<file path="config.mk">
export PLATFORM = sky130hd
export DESIGN_NAME = gpio_bank_with_pin_interrupts_flat
export DESIGN_NICKNAME = d
export VERILOG_FILES = /design/src/rtl/gpio_irq_pkg.sv /design/src/rtl/gpio_irq_req_if.sv /design/src/rtl/gpio_irq_rsp_if.sv /design/src/rtl/gpio_bank_with_pin_interrupts.sv /design/src/flat_wrapper.sv
export SDC_FILE = /design/constraint.sdc
export NUM_CORES = 1
export LEC_CHECK = 0
export BUFFER_PORTS_ARGS = -buffer_cell sky130_fd_sc_hd__clkbuf_2
export CAP_MARGIN = 10
export CORE_ASPECT_RATIO = 1.4
export CORE_MARGIN = 1
export CORE_UTILIZATION = 60
export CTS_CLUSTER_SIZE = 10
export DETAILED_ROUTE_END_ITERATION = 6
export PLACE_DENSITY = 0.82
export SYNTH_ARGS = -nofsm -noshare
export SYNTH_HDL_FRONTEND = slang
export SYNTH_SLANG_ARGS = --single-unit
</file>
<file path="constraint.sdc">
create_clock -name clk -period 5.8 [get_ports clk]
set_input_delay 0.29 -clock clk [delete_from_list [all_inputs] [get_ports clk]]
set_output_delay 0.29 -clock clk [all_outputs]
set_load 0.01 [all_outputs]
</file>
<file path="src/rtl/gpio_irq_pkg.sv">
// Shared types, codes and helper functions for the GPIO bank with pin-change interrupts.
// No dependencies; the interfaces and the top level import this package.
package gpio_irq_pkg;

	typedef enum logic [2:0] {
		REQ_SET_MODE = 3'd0,
		REQ_DIG_WR   = 3'd1,
		REQ_READ     = 3'd2,
		REQ_ANA_WR   = 3'd3,
		REQ_TOGGLE   = 3'd4,
		REQ_SERVICE  = 3'd5
	} req_type_t;

	typedef enum logic [1:0] {
		PM_NONE   = 2'd0,
		PM_INPUT  = 2'd1,
		PM_OUTPUT = 2'd2,
		PM_PULLUP = 2'd3
	} pin_mode_t;

	typedef enum logic [1:0] {
		ST_OK        = 2'd0,
		ST_RANGE     = 2'd1,
		ST_BAD_MODE  = 2'd2,
		ST_BAD_VALUE = 2'd3
	} status_t;

	typedef enum logic [2:0] {
		LM_NONE    = 3'd0,
		LM_LOW     = 3'd1,
		LM_HIGH    = 3'd2,
		LM_RISING  = 3'd3,
		LM_FALLING = 3'd4,
		LM_CHANGE  = 3'd5
	} line_mode_t;

	localparam int unsigned PIN_W      = 6;
	localparam int unsigned LINE_W     = 3;
	localparam int unsigned LEVEL_W    = 8;
	localparam int unsigned VALUE_W    = 16;
	localparam int unsigned COUNT_W    = 5;
	localparam int unsigned NUM_LINES  = 6;
	localparam int unsigned MODES_W    = NUM_LINES * LINE_W;
	localparam int unsigned LEVEL_MAX  = 255;

	localparam logic [PIN_W-1:0] PIN_LINE0 = 6'd2;
	localparam logic [PIN_W-1:0] PIN_LINE1 = 6'd3;
	localparam logic [PIN_W-1:0] PIN_LINE2 = 6'd18;
	localparam logic [PIN_W-1:0] PIN_LINE3 = 6'd19;
	localparam logic [PIN_W-1:0] PIN_LINE4 = 6'd20;
	localparam logic [PIN_W-1:0] PIN_LINE5 = 6'd21;

	typedef struct packed {
		pin_mode_t            mode;
		logic                 analog;
		logic [LEVEL_W-1:0]   level;
	} pin_ent_t;

	typedef struct packed {
		logic                 valid;
		logic [LINE_W-1:0]    line;
	} pin_line_t;

	function automatic pin_line_t line_of_pin(input logic [PIN_W-1:0] pin);
		pin_line_t pl;
		pl = '0;
		unique case (pin)
			PIN_LINE0: pl = '{valid: 1'b1, line: 3'd0};
			PIN_LINE1: pl = '{valid: 1'b1, line: 3'd1};
			PIN_LINE2: pl = '{valid: 1'b1, line: 3'd2};
			PIN_LINE3: pl = '{valid: 1'b1, line: 3'd3};
			PIN_LINE4: pl = '{valid: 1'b1, line: 3'd4};
			PIN_LINE5: pl = '{valid: 1'b1, line: 3'd5};
			default:   pl = '0;
		endcase
		return pl;
	endfunction

	function automatic line_mode_t line_mode_of(input logic [MODES_W-1:0] modes,
		input logic [LINE_W-1:0] line);
		logic [LINE_W-1:0] lm;
		lm = '0;
		unique case (line)
			3'd0:    lm = modes[2:0];
			3'd1:    lm = modes[5:3];
			3'd2:    lm = modes[8:6];
			3'd3:    lm = modes[11:9];
			3'd4:    lm = modes[14:12];
			3'd5:    lm = modes[17:15];
			default: lm = '0;
		endcase
		return line_mode_t'(lm);
	endfunction

	function automatic logic [LEVEL_W-1:0] clamp_level(input logic signed [VALUE_W-1:0] v);
		logic [LEVEL_W-1:0] r;
		r = '0;
		priority if (v < 0)
			r = '0;
		else if (v > $signed(VALUE_W'(LEVEL_MAX)))
			r = LEVEL_W'(LEVEL_MAX);
		else
			r = v[LEVEL_W-1:0];
		return r;
	endfunction

endpackage

</file>
<file path="src/rtl/gpio_irq_req_if.sv">
// Request channel of the GPIO bank: valid/ready handshake with the request fields.
// Depends on gpio_irq_pkg for field widths.
interface gpio_irq_req_if
	import gpio_irq_pkg::*;
();
	logic                       valid;
	logic                       ready;
	logic [2:0]                 req_type;
	logic [PIN_W-1:0]           pin_index;
	logic [1:0]                 new_mode;
	logic signed [VALUE_W-1:0]  write_value;

	modport source (output valid, req_type, pin_index, new_mode, write_value, input ready);
	modport sink   (input valid, req_type, pin_index, new_mode, write_value, output ready);
endinterface

</file>
<file path="src/rtl/gpio_irq_rsp_if.sv">
// Result channel of the GPIO bank: valid/ready handshake with the result fields.
// Depends on gpio_irq_pkg for field widths.
interface gpio_irq_rsp_if
	import gpio_irq_pkg::*;
();
	logic                  valid;
	logic                  ready;
	logic [1:0]            status;
	logic [LEVEL_W-1:0]    read_level;
	logic                  read_is_analog;
	logic                  irq_valid;
	logic [LINE_W-1:0]     irq_line;
	logic                  irq_dropped;
	logic [COUNT_W-1:0]    pending_count;
	logic                  pin_line_valid;
	logic [LINE_W-1:0]     pin_line;

	modport source (output valid, status, read_level, read_is_analog, irq_valid, irq_line,
		irq_dropped, pending_count, pin_line_valid, pin_line, input ready);
	modport sink   (input valid, status, read_level, read_is_analog, irq_valid, irq_line,
		irq_dropped, pending_count, pin_line_valid, pin_line, output ready);
endinterface

</file>
<file path="src/rtl/gpio_bank_with_pin_interrupts.sv">
// Top level of the GPIO bank with pin-change interrupts: pin table, event queue, handshakes.
// Depends on gpio_irq_pkg, gpio_irq_req_if and gpio_irq_rsp_if.
//
// Each request is a mode change, digital or analog write, read, external toggle or an
// interrupt service; one result comes back for every request. The block takes one request
// per clock while rsp.ready does not hold the result: stage 1 registers the request and reads
// the pin entry, and processing stage 1 applies the read-modify-write to the pin table and
// event queue and loads the result register. A result held by a low rsp.ready holds stage 1
// and blocks the request channel. The pin table resets to mode none, level zero by per-entry
// valid bits, so no clearing pass is needed. Pins 2, 3, 18, 19, 20 and 21 are interrupt lines
// 0 to 5; only external toggles on them queue events, as set by cfg_wdata (three bits per
// line). Events beyond QUEUE_DEPTH are dropped and reported in irq_dropped. Write the line
// modes only while no request is in flight.
module gpio_bank_with_pin_interrupts
	import gpio_irq_pkg::*;
#(
	parameter int unsigned NUM_PINS    = 64,
	parameter int unsigned QUEUE_DEPTH = 16
) (
	input  logic                clk,
	input  logic                arst_n,
	gpio_irq_req_if.sink        req,
	gpio_irq_rsp_if.source      rsp,
	input  logic                cfg_we,
	input  logic [MODES_W-1:0]  cfg_wdata
);

	localparam int unsigned DEPTH   = (NUM_PINS < 64) ? NUM_PINS : 64;
	localparam int unsigned ADDR_W  = $clog2(DEPTH);
	localparam bit          ALL_IN  = (NUM_PINS >= 64);
	localparam int unsigned PTR_W   = $clog2(QUEUE_DEPTH);
	localparam int unsigned CNT_W   = $clog2(QUEUE_DEPTH + 1);

	// configuration
	logic [MODES_W-1:0] line_modes_q;

	// stage 1: registered request and pin entry
	logic                       valid_s1;
	req_type_t                  req_s1;
	logic [PIN_W-1:0]           pin_s1;
	pin_mode_t                  nmode_s1;
	logic signed [VALUE_W-1:0]  val_s1;
	pin_ent_t                   ent_s1;
	logic                       ent_vld_s1;

	// pin table
	pin_ent_t                   pin_mem [DEPTH];
	logic [DEPTH-1:0]           pin_vld_q;

	// event queue
	logic [LINE_W-1:0]          fifo_mem [QUEUE_DEPTH];
	logic [LINE_W-1:0]          fifo_rd_q;
	logic [PTR_W-1:0]           head_q;
	logic [PTR_W-1:0]           tail_q;
	logic [CNT_W-1:0]           count_q;

	// result register
	logic                       out_valid_q;
	status_t                    status_q;
	logic [LEVEL_W-1:0]         rlevel_q;
	logic                       ranalog_q;
	logic                       ivalid_q;
	logic [LINE_W-1:0]          iline_q;
	logic                       dropped_q;
	logic [COUNT_W-1:0]         pending_q;
	pin_line_t                  pl_q;

	// datapath
	logic                       adv;
	logic                       process;
	logic                       accept;
	logic                       in_range;
	pin_ent_t                   ent;
	pin_ent_t                   ent_nxt;
	logic                       ent_we;
	logic [ADDR_W-1:0]          waddr;
	logic [ADDR_W-1:0]          raddr;
	pin_line_t                  pl;
	line_mode_t                 lm;
	logic                       nv;
	logic                       fire;
	logic                       push;
	logic                       pop;
	logic                       dropped;
	status_t                    status;
	logic [LEVEL_W-1:0]         rlevel;
	logic                       ranalog;
	logic [CNT_W-1:0]           count_d;
	logic [PTR_W-1:0]           head_inc;
	logic [PTR_W-1:0]           tail_inc;
	logic [PTR_W-1:0]           head_nxt;

	assign adv      = !out_valid_q || rsp.ready;
	assign req.ready = !valid_s1 || adv;
	assign accept   = req.valid && req.ready;
	assign process  = valid_s1 && adv;

	assign waddr    = pin_s1[ADDR_W-1:0];
	assign raddr    = req.pin_index[ADDR_W-1:0];
	assign in_range = ALL_IN || (pin_s1 < PIN_W'(DEPTH));
	assign ent      = ent_vld_s1 ? ent_s1 : '0;
	assign pl       = line_of_pin(pin_s1);
	assign lm       = line_mode_of(line_modes_q, pl.line);
	assign nv       = (ent.level == '0);

	assign head_inc = (head_q == PTR_W'(QUEUE_DEPTH - 1)) ? '0 : head_q + 1'b1;
	assign tail_inc = (tail_q == PTR_W'(QUEUE_DEPTH - 1)) ? '0 : tail_q + 1'b1;
	assign head_nxt = pop ? head_inc : head_q;

	always_comb begin
		ent_nxt = ent;
		ent_we  = 1'b0;
		status  = ST_OK;
		rlevel  = '0;
		ranalog = 1'b0;
		fire    = 1'b0;
		pop     = 1'b0;
		priority if (req_s1 <= REQ_TOGGLE && !in_range) begin
			status = ST_RANGE;
		end else begin
			unique case (req_s1)
				REQ_SET_MODE: begin
					ent_nxt.mode = nmode_s1;
					ent_we       = 1'b1;
					if (nmode_s1 == PM_PULLUP)
						ent_nxt.level = ent.analog ? '0 : LEVEL_W'(nv);
				end
				REQ_DIG_WR: begin
					if (ent.mode != PM_OUTPUT) begin
						status = ST_BAD_MODE;
					end else if (val_s1 != 0 && val_s1 != 1) begin
						status = ST_BAD_VALUE;
					end else begin
						ent_nxt.level  = LEVEL_W'(val_s1[0]);
						ent_nxt.analog = 1'b0;
						ent_we         = 1'b1;
					end
				end
				REQ_READ: begin
					if (ent.mode != PM_INPUT && ent.mode != PM_PULLUP) begin
						status = ST_BAD_MODE;
					end else begin
						rlevel  = ent.level;
						ranalog = ent.analog;
					end
				end
				REQ_ANA_WR: begin
					if (ent.mode != PM_OUTPUT) begin
						status = ST_BAD_MODE;
					end else begin
						ent_nxt.level  = clamp_level(val_s1);
						ent_nxt.analog = 1'b1;
						ent_we         = 1'b1;
					end
				end
				REQ_TOGGLE: begin
					ent_nxt.level  = LEVEL_W'(nv);
					ent_nxt.analog = 1'b0;
					ent_we         = 1'b1;
					if (pl.valid) begin
						unique case (lm)
							LM_LOW, LM_FALLING: fire = !nv;
							LM_HIGH, LM_RISING: fire = nv;
							LM_CHANGE:          fire = 1'b1;
							LM_NONE:            fire = 1'b0;
							default:            fire = 1'b0;
						endcase
					end
				end
				REQ_SERVICE: pop = (count_q != '0);
				default: ;
			endcase
		end
		fire    = fire && process;
		pop     = pop && process;
		ent_we  = ent_we && process;
	end

	assign push    = fire && (count_q != CNT_W'(QUEUE_DEPTH));
	assign dropped = fire && (count_q == CNT_W'(QUEUE_DEPTH));

	always_comb begin
		count_d = count_q;
		priority if (push)
			count_d = count_q + 1'b1;
		else if (pop)
			count_d = count_q - 1'b1;
	end

	// pin table memory with write-first read
	always_ff @(posedge clk) begin
		if (ent_we)
			pin_mem[waddr] <= ent_nxt;
		if (accept) begin
			if (ent_we && waddr == raddr)
				ent_s1 <= ent_nxt;
			else
				ent_s1 <= pin_mem[raddr];
		end
	end

	// event queue memory; head entry prefetched
	always_ff @(posedge clk) begin
		if (push)
			fifo_mem[tail_q] <= pl.line;
		if (push && tail_q == head_nxt)
			fifo_rd_q <= pl.line;
		else
			fifo_rd_q <= fifo_mem[head_nxt];
	end

	// stage 1 payload
	always_ff @(posedge clk) begin
		if (accept) begin
			req_s1   <= req_type_t'(req.req_type);
			pin_s1   <= req.pin_index;
			nmode_s1 <= pin_mode_t'(req.new_mode);
			val_s1   <= req.write_value;
		end
	end

	// result payload
	always_ff @(posedge clk) begin
		if (process) begin
			status_q  <= status;
			rlevel_q  <= rlevel;
			ranalog_q <= ranalog;
			ivalid_q  <= pop;
			iline_q   <= pop ? fifo_rd_q : '0;
			dropped_q <= dropped;
			pending_q <= COUNT_W'(count_d);
			pl_q      <= pl;
		end
	end

	always_ff @(posedge clk or negedge arst_n) begin
		if (!arst_n) begin
			line_modes_q <= '0;
			valid_s1     <= 1'b0;
			ent_vld_s1   <= 1'b0;
			pin_vld_q    <= '0;
			head_q       <= '0;
			tail_q       <= '0;
			count_q      <= '0;
			out_valid_q  <= 1'b0;
		end else begin
			if (cfg_we)
				line_modes_q <= cfg_wdata;
			if (req.ready)
				valid_s1 <= req.valid;
			if (accept)
				ent_vld_s1 <= pin_vld_q[raddr] || (ent_we && waddr == raddr);
			if (ent_we)
				pin_vld_q[waddr] <= 1'b1;
			if (push)
				tail_q <= tail_inc;
			if (pop)
				head_q <= head_inc;
			count_q <= count_d;
			if (adv)
				out_valid_q <= valid_s1;
		end
	end

	assign rsp.valid          = out_valid_q;
	assign rsp.status         = status_q;
	assign rsp.read_level     = rlevel_q;
	assign rsp.read_is_analog = ranalog_q;
	assign rsp.irq_valid      = ivalid_q;
	assign rsp.irq_line       = iline_q;
	assign rsp.irq_dropped    = dropped_q;
	assign rsp.pending_count  = pending_q;
	assign rsp.pin_line_valid = pl_q.valid;
	assign rsp.pin_line       = pl_q.line;

`ifndef SYNTH
	a_count_bound: assert property (@(posedge clk) disable iff (!arst_n)
		count_q <= CNT_W'(QUEUE_DEPTH))
		else $error("event count above queue depth");

	a_drop_only_full: assert property (@(posedge clk) disable iff (!arst_n)
		dropped |-> count_q == CNT_W'(QUEUE_DEPTH) && !push)
		else $error("event dropped while queue had room");

	a_write_in_range: assert property (@(posedge clk) disable iff (!arst_n)
		ent_we |-> in_range && process)
		else $error("pin table written for out-of-range pin");

	a_pop_status_ok: assert property (@(posedge clk) disable iff (!arst_n)
		rsp.valid && rsp.irq_valid |-> rsp.status == ST_OK && !rsp.irq_dropped)
		else $error("popped event reported with error or drop");

	a_stall_holds: assert property (@(posedge clk) disable iff (!arst_n)
		valid_s1 && !adv |=> valid_s1 && $stable(pin_s1) && $stable(count_q))
		else $error("stage 1 or queue changed while stalled");
`endif

endmodule

</file>
<file path="src/flat_wrapper.sv">
// flat-port wrapper written by rule: the top's interface ports become plain ports
module gpio_bank_with_pin_interrupts_flat import gpio_irq_pkg::*;
#(
	parameter int unsigned NUM_PINS    = 64,
	parameter int unsigned QUEUE_DEPTH = 16
)
  (clk, arst_n, cfg_we, cfg_wdata, req_valid, req_req_type, req_pin_index, req_new_mode, req_write_value, req_ready, rsp_valid, rsp_status, rsp_read_level, rsp_read_is_analog, rsp_irq_valid, rsp_irq_line, rsp_irq_dropped, rsp_pending_count, rsp_pin_line_valid, rsp_pin_line, rsp_ready);
  gpio_irq_req_if req_i ();
  gpio_irq_rsp_if rsp_i ();
  input  logic clk;
  input  logic arst_n;
  input  logic cfg_we;
  input  logic [MODES_W-1:0] cfg_wdata;
  input wire logic [$bits(req_i.valid)-1:0] req_valid;
  input wire logic [$bits(req_i.req_type)-1:0] req_req_type;
  input wire logic [$bits(req_i.pin_index)-1:0] req_pin_index;
  input wire logic [$bits(req_i.new_mode)-1:0] req_new_mode;
  input wire logic [$bits(req_i.write_value)-1:0] req_write_value;
  output wire logic [$bits(req_i.ready)-1:0] req_ready;
  output wire logic [$bits(rsp_i.valid)-1:0] rsp_valid;
  output wire logic [$bits(rsp_i.status)-1:0] rsp_status;
  output wire logic [$bits(rsp_i.read_level)-1:0] rsp_read_level;
  output wire logic [$bits(rsp_i.read_is_analog)-1:0] rsp_read_is_analog;
  output wire logic [$bits(rsp_i.irq_valid)-1:0] rsp_irq_valid;
  output wire logic [$bits(rsp_i.irq_line)-1:0] rsp_irq_line;
  output wire logic [$bits(rsp_i.irq_dropped)-1:0] rsp_irq_dropped;
  output wire logic [$bits(rsp_i.pending_count)-1:0] rsp_pending_count;
  output wire logic [$bits(rsp_i.pin_line_valid)-1:0] rsp_pin_line_valid;
  output wire logic [$bits(rsp_i.pin_line)-1:0] rsp_pin_line;
  input wire logic [$bits(rsp_i.ready)-1:0] rsp_ready;
  assign req_i.valid = req_valid;
  assign req_i.req_type = req_req_type;
  assign req_i.pin_index = req_pin_index;
  assign req_i.new_mode = req_new_mode;
  assign req_i.write_value = req_write_value;
  assign req_ready = req_i.ready;
  assign rsp_valid = rsp_i.valid;
  assign rsp_status = rsp_i.status;
  assign rsp_read_level = rsp_i.read_level;
  assign rsp_read_is_analog = rsp_i.read_is_analog;
  assign rsp_irq_valid = rsp_i.irq_valid;
  assign rsp_irq_line = rsp_i.irq_line;
  assign rsp_irq_dropped = rsp_i.irq_dropped;
  assign rsp_pending_count = rsp_i.pending_count;
  assign rsp_pin_line_valid = rsp_i.pin_line_valid;
  assign rsp_pin_line = rsp_i.pin_line;
  assign rsp_i.ready = rsp_ready;
  gpio_bank_with_pin_interrupts #(.NUM_PINS(NUM_PINS), .QUEUE_DEPTH(QUEUE_DEPTH)) u_core (.clk(clk), .arst_n(arst_n), .req(req_i), .rsp(rsp_i), .cfg_we(cfg_we), .cfg_wdata(cfg_wdata));
endmodule
</file>
# Yosys cells after proc, flatten, opt, wreduce, memory -nomap -nowiden
# Memories as Yosys holds them, arrays and structs flattened. A register that Yosys moved wholly into a read port is not among the register bits.
# Index checks and enable logic that the tools add are counted.
dict set report op_classes {
  mul 0
  n_eq_ne 31
  bitwise 2
  shift 0
  addsub 4
  muxes 39
  n_lt_le_gt_ge 5
  n_div 0
  reduce_logical 26
}
# op count
set op_table {}
lappend op_table {{$or 64x64->64} 1}
lappend op_table {{$pmux 8 s4} 1}
lappend op_table {{$reduce_bool 32->1} 1}
lappend op_table {{$mux 9} 3}
lappend op_table {{$eq 6x5->1 const B} 4}
lappend op_table {{$mux 8} 3}
lappend op_table {{$pmux 4 s6} 1}
lappend op_table {{$eq 3x2->1 const B} 6}
lappend op_table {{$eq 3x3->1 const B} 6}
lappend op_table {{$pmux 3 s6} 1}
lappend op_table {{$gt 16x9->1 const B} 1}
lappend op_table {{$lt 16x1->1 const B} 1}
lappend op_table {{$ne 16x2->1 const B} 1}
lappend op_table {{$lt 6x7->1 const B} 2}
lappend op_table {{$mux 1} 13}
lappend op_table {{$eq 6x2->1 const B} 2}
lappend op_table {{$mux 4} 3}
lappend op_table {{$logic_and 1x1->1} 11}
lappend op_table {{$mux 11} 1}
lappend op_table {{$mux 2} 5}
lappend op_table {{$mux 5} 2}
lappend op_table {{$eq 3x1->1 const B} 3}
lappend op_table {{$pmux 1 s3} 3}
lappend op_table {{$add 4x1->4 const B} 2}
lappend op_table {{20 further kinds} 30}
dict set report totals {
  memories 2
  latch_bits 0
  register_bits 150
  word_cells 130
  mem_bits_ro 0
  output_inout_bits 27
  ramBits 752
}
# memory words width read_ports rd_clocked_by_memory_dff wr line
set memory_table {}
lappend memory_table {u_core.pin_mem 64 11 1 1 1 gpio_bank_with_pin_interrupts.sv:47} ;# pin_ent_t pin_mem [DEPTH];
lappend memory_table {u_core.fifo_mem 16 3 1 1 1 gpio_bank_with_pin_interrupts.sv:51} ;# logic [LINE_W-1:0] fifo_mem [QUEUE_DEPTH];

# Logic depth before layout (Yosys ltp)
dict set report logic_depth {
  depth_word 13
  mapped_depth 11
}

# Worst setup path after synthesis
# No wires, ideal clock.
dict set report synth_path {
  kind {register to register}
  startpoint {reg u_core.req_s1[1]}
  endpoint {mem u_core.pin_mem[0][9] in the netlist's numbering, data pin}
  path_stages_with_launch 4
  t_required_ns 5.090
  t_arrival_ns 3.374
  synth_period_minus_slack_ns 4.083
  setup_slack_ns 1.717
  path_buffers 1
  path_cell_list {edfxtp_1 clkbuf_1 nor3_1 o21ai_0}
}
# element line
set synth_lines {}
lappend synth_lines {{from (decl)} gpio_bank_with_pin_interrupts.sv:39} ;# req_type_t req_s1;
lappend synth_lines {{from (signal assigned)} gpio_bank_with_pin_interrupts.sv:215} ;# req_s1 <= req_type_t'(req.req_type);
lappend synth_lines {{to (decl)} gpio_bank_with_pin_interrupts.sv:47}

# Final worst setup path
dict set report layout_path {
  startpoint {reg u_core.val_s1[11]}
  endpoint {mem u_core.pin_mem[40][7] in the netlist's numbering, enable pin}
}
dict set report layout_between {
  elab_chain_len 8
  word_cells_on_any_way 9
  classes_between {eq/ne (1); mux (5); reduce/logical (3)}
}
# element line
set layout_lines {}
lappend layout_lines {{from (decl)} gpio_bank_with_pin_interrupts.sv:42} ;# logic signed [VALUE_W-1:0] val_s1;
lappend layout_lines {{from (signal assigned)} gpio_bank_with_pin_interrupts.sv:218} ;# val_s1 <= req.write_value;
lappend layout_lines {{$reduce_bool 32->1 / $ne 16x2->1 (equally long branches)} gpio_bank_with_pin_interrupts.sv:131} ;# end else if (val_s1 != 0 && val_s1 != 1) begin
lappend layout_lines {{$logic_and 1x1->1 *} gpio_bank_with_pin_interrupts.sv:131}
lappend layout_lines {{$mux 1 *} gpio_bank_with_pin_interrupts.sv:131}
lappend layout_lines {{$mux 1 *} gpio_bank_with_pin_interrupts.sv:129} ;# if (ent.mode != PM_OUTPUT) begin
lappend layout_lines {{$pmux 1 s3 *} gpio_bank_with_pin_interrupts.sv:121} ;# unique case (req_s1)
lappend layout_lines {{$logic_and 1x1->1 *} gpio_bank_with_pin_interrupts.sv:176} ;# ent_we = ent_we && process;
lappend layout_lines {{$mux 1 *} gpio_bank_with_pin_interrupts.sv:192} ;# if (ent_we)
lappend layout_lines {{$mux 1 (implied by the code) *} gpio_bank_with_pin_interrupts.sv:193} ;# pin_mem[waddr] <= ent_nxt;
# Mark *: on every way between the ends. The rest lies on a longest branch, timed or not.

==> results list <==
- Setup violators final: 0
- After the last flow step, the layout net total stands at ~2000.
- Total global routing overflow: 0
- Prevailing post-synth register cell: sky130_fd_sc_hd__edfxtp_1
- The worst path in the final design needs a cycle of 4350 ps, including I/O delays and setup.
- Maximum clock insertion buffer count: 3
- Crit Path Max Fanout: 16
- The count of nets left with antenna violations once routing finished came out at 0.
* Met3 wirelength from detailed routing: 8390 µm
- Count of mapped cells out of synthesis: 1720
- Counting flops and latches in the post-synthesis netlist gives 917.
- STA classifies the critical path endpoint as a flip-flop.
* Clock Skews: 16.2 ps
* EDFF count, synth: 815
- The worst-case IR drop observed on VDD is 0.000332 V.
- Reg-to-reg critical path startpoint: u_core.val_s1[11]
- The critical path is of the flip-flop to flip-flop type.
* Number of core rows: 106
* DRC violation count after routing: 0
* Placement Setup Slack: 1640 ps
- The H-tree was split into 3 levels.
- The number of pins exceeding their max-slew limit in the final report was 0.
- DP Wirelength: between 50000 and 60000 µm
* Cell breakdown of the critical path: nor4_1 > nand2_1 > o21ai_1 > a21oi_1 > nor3_1 > nand3_1 > nor2_1
* Data arrival time of the worst path: 4620 ps
* Maximum clock rate: 230 MHz
- The first global-routing pass estimated 133000 µm of wire.
- Once layout is complete, the utilization of the core stands at between 60% and 70%.
- Entering global routing, the biggest net connects 100 pins.
* Relative slew margins: 19.8%
* Post-detailed-route wirelength per cell: 33.6 µm
- The analysis attributes to cell leakage a power of 0.0137 µW.
- Setup repair after global routing left no endpoint under its margin.
- Combined area of all synthesized cells: 36100 µm²
- The tree built by TritonCTS fans out to 917 sinks.
* Met1 wire length: 29600 µm
- The critical path contains buffers and inverters numbering 0 combined.
* CP max stage cell: sky130_fd_sc_hd__nor2_1
- For this configuration, the core starts out at a cell density of 60.6%.
- After clock tree synthesis, the clock-pin slew on the worst setup and hold paths is 60 ps.
* Power per cell area: 356 nW/µm²
- The number of nets in the synthesized netlist is 1777.
- Number of antenna violations at the first check in global routing: 5
- In the detailed route, the total length drawn on met2 is 46500 µm.
* Root buffer cell: sky130_fd_sc_hd__clkbuf_16
- Routability-driven placement finished with a final weighted congestion of ~0.89.
- I/O pin count: slightly below 80
- Post-synth cell types: 70
* Number of buffers inserted during clock tree synthesis: 101
- Clock tree from TritonCTS: yes
- Relative to the synthesized area, the layout overhead comes to 13.4%.
* Warning count from the yosys run: 0
- For the worst-skew pair, the clock arrives at the later sink with an insertion delay of about 650 ps.
- Largest delay contributor family on the critical path: simple AND/OR/NAND/NOR gates
- The largest total area in the synthesized netlist belongs to sky130_fd_sc_hd__edfxtp_1.
* Vias in the first global route: roughly 20000
* Main area contributors after synthesis: sky130_fd_sc_hd__edfxtp_1, sky130_fd_sc_hd__mux4_2, sky130_fd_sc_hd__dfrtp_1
* Total wire length after detailed routing: ~91000 µm
- Post-place instance area: 37600 µm²
* Most used cells in the layout excluding fill and tap cells: sky130_fd_sc_hd__edfxtp_1, sky130_fd_sc_hd__mux4_2, sky130_fd_sc_hd__clkbuf_16
* Worst Setup Slack, final: 1450 ps
- Most frequent standard cell in the layout excluding fill and tap cells: sky130_fd_sc_hd__edfxtp_1
* Fraction of final layout cells sized beyond drive strength 1: 28.7%
* Max Used Layer: met5
- Once layout is done, the placed cells without fillers occupy just over 40000 µm².
* Detailed router's first-iteration violation count: 2806
- GRT Resource Usage Total: 30.8%
- Post-synthesis async set-or-reset flop share: 10.7%
- Outcome: completed
- In this run the vertical extent of the chip is 292 µm.
- Total via count in the routed design: 19100
* Class of the tightest hold or removal check: primary input to async pin
- Placeable Area: 59500 µm²
- Share of the clock period used by the worst path: about three quarters
- Using the TritonRoute via totals, the vias-per-cell ratio works out to 7.02.
- The worst setup path is launched from a flip-flop.
- The first detailed-routing pass took 6 iterations.
- Data required time at the worst endpoint: 6070 ps
- For the pin with the worst max-slew slack, the measured transition is ~1200 ps.
* Proportion of netlist area held by the largest area contributor: 67.8%
- Buffers placed on the I/O ports in this run total 76.
* R2R cell count: 7
- Once the clock tree was built, the setup fixing pass inserted 0 buffers.
- Die Footprint: 61200 µm²
- Max-cap check violation count: 0
- After routing, the total negative slack on setup checks comes to 0 ps.
- On the worst path, the slowest cell contributes a delay of 1060 ps.
- Number of endpoints with negative hold slack in the final report: 0
- Summing the sequential cell areas from Yosys gives 74.8% of the chip area.
- Measured along the x axis, the die boundary spans 209 µm.
* Reg2reg end: u_core.pin_mem[40][7]
* Synthesized area per cell: 21.0 µm²
- Setup slack on the worst reg-to-reg path comes out at ~1400 ps.
## flip-flops by register name, summed over array words and instances, names as in the netlist, named ones only
name                       flops
u_core.rsp.pending_count       5
u_core.rsp.irq_valid           1
u_core.ent_vld_s1              1
u_core.rsp.pin_line            3
u_core.nmode_s1                2
u_core.pin_s1                  6
u_core.rsp.read_is_analog      1
u_core.head_q                  4
u_core.count_q                 5
u_core.rsp.pin_line_valid      1
u_core.req_s1                  3
u_core.rsp.read_level          8
u_core.line_modes_q           18
u_core.ent_s1                 11
u_core.tail_q                  4
u_core.rsp.irq_dropped         1
u_core.rsp.status              2
u_core.valid_s1                1
u_core.pin_mem               704
u_core.rsp.valid               1
u_core.fifo_mem               48
u_core.pin_vld_q              64
u_core.val_s1                 16
u_core.rsp.irq_line            3
## metrics by stage
step	hold WS, ps	power, µW	std cells
2_1_floorplan	-5.59	8440	1720
3_3_place_gp	334	8820	2503
3_5_place_dp	333	8880	2503
4_1_cts	177	14500	2715
5_1_grt	240	14900	2720
6_report	208	14600	2721
## layout make-up
class	instances	area [µm²]
multi-input combinational	689	8800
fill	3254	18600
sequential	917	27000
inverter	13	48.8
timing repair buffer	176	1290
antenna	1	2.50
clock inverter	5	51.3
tap	756	946
clock buffer	164	2810
## logic make-up after synthesis
kind of cell             after synthesis  share of synthesized area (%)
flip-flops                           917                           74.8
XOR/XNOR                               9                          0.218
AND/OR/NAND/NOR                      254                           3.62
AO/OA/AOI/OAI                        124                           2.52
multiplexers                         295                           17.3
adder cells (fa/ha/maj)                7                          0.243
buffers and inverters                114                           1.33
## cell usage after synthesis, types with 5 or more instances
cell                          n
sky130_fd_sc_hd__edfxtp_1   815
sky130_fd_sc_hd__a211oi_1    10
sky130_fd_sc_hd__buf_1       11
sky130_fd_sc_hd__o21ai_0      7
sky130_fd_sc_hd__a21oi_1     11
sky130_fd_sc_hd__buf_4        6
sky130_fd_sc_hd__mux4_2     260
sky130_fd_sc_hd__ha_1         7
sky130_fd_sc_hd__nor2b_1     10
sky130_fd_sc_hd__nand2_1     36
sky130_fd_sc_hd__or2_1       14
sky130_fd_sc_hd__or4_1        5
sky130_fd_sc_hd__clkbuf_1    64
sky130_fd_sc_hd__inv_1       12
sky130_fd_sc_hd__dfrtp_1     98
sky130_fd_sc_hd__nor3_1       8
sky130_fd_sc_hd__o21ai_1     10
sky130_fd_sc_hd__a31oi_1      8
sky130_fd_sc_hd__mux2_2      27
sky130_fd_sc_hd__and2_1      13
sky130_fd_sc_hd__o2bb2ai_1    8
sky130_fd_sc_hd__nor2_1      89
sky130_fd_sc_hd__or2_2       20
sky130_fd_sc_hd__nand3_1     11
sky130_fd_sc_hd__and3_1      12
sky130_fd_sc_hd__and4_1       6
sky130_fd_sc_hd__nand2b_1     5
sky130_fd_sc_hd__xnor2_1      9
sky130_fd_sc_hd__o21bai_1    32
sky130_fd_sc_hd__mux2i_1      8
sky130_fd_sc_hd__buf_2       19
## per-layer routing
layer  up-vias  GRT usage (%)
met5         -              0
met4         6           19.1
met3       382           6.80
met2      1470           52.4
met1      9795           35.9
li1       7456              -
## where the power goes
group	total (µW)	internal, µW	switching (µW)
clock network	5720	3270	2440
registers	7650	7480	164
logic	1200	479	720
## how the worst max path moves through the flow
| stage | startpoint | to | slack [ps] | depth (start not counted) |
|---|---|---|---|---|
| 3_3_place_gp | u_core.pin_s1[2] | u_core.fifo_mem[0][0] | 1820 | 7 |
| 6_report | u_core.val_s1[11] | u_core.pin_mem[40][7] | 1450 | 7 |
| 5_1_grt | u_core.val_s1[11] | u_core.pin_mem[46][5] | 1200 | 7 |
| 3_5_place_dp | u_core.pin_s1[1] | u_core.fifo_mem[0][0] | 1640 | 7 |
| 4_1_cts | u_core.pin_s1[1] | u_core.fifo_mem[0][2] | 1640 | 7 |
| 2_1_floorplan | u_core.req_s1[1] | u_core.pin_mem[0][9] | 1720 | 3 |
## timing repair
| item | 4_1_cts | 5_1_grt |
|---|---|---|
| resized for setup | 0 | 0 |
| hold endpoints to repair | 80 | 0 |
| hold buffers | 43 | 0 |
Power figures use the tool's default switching activity.
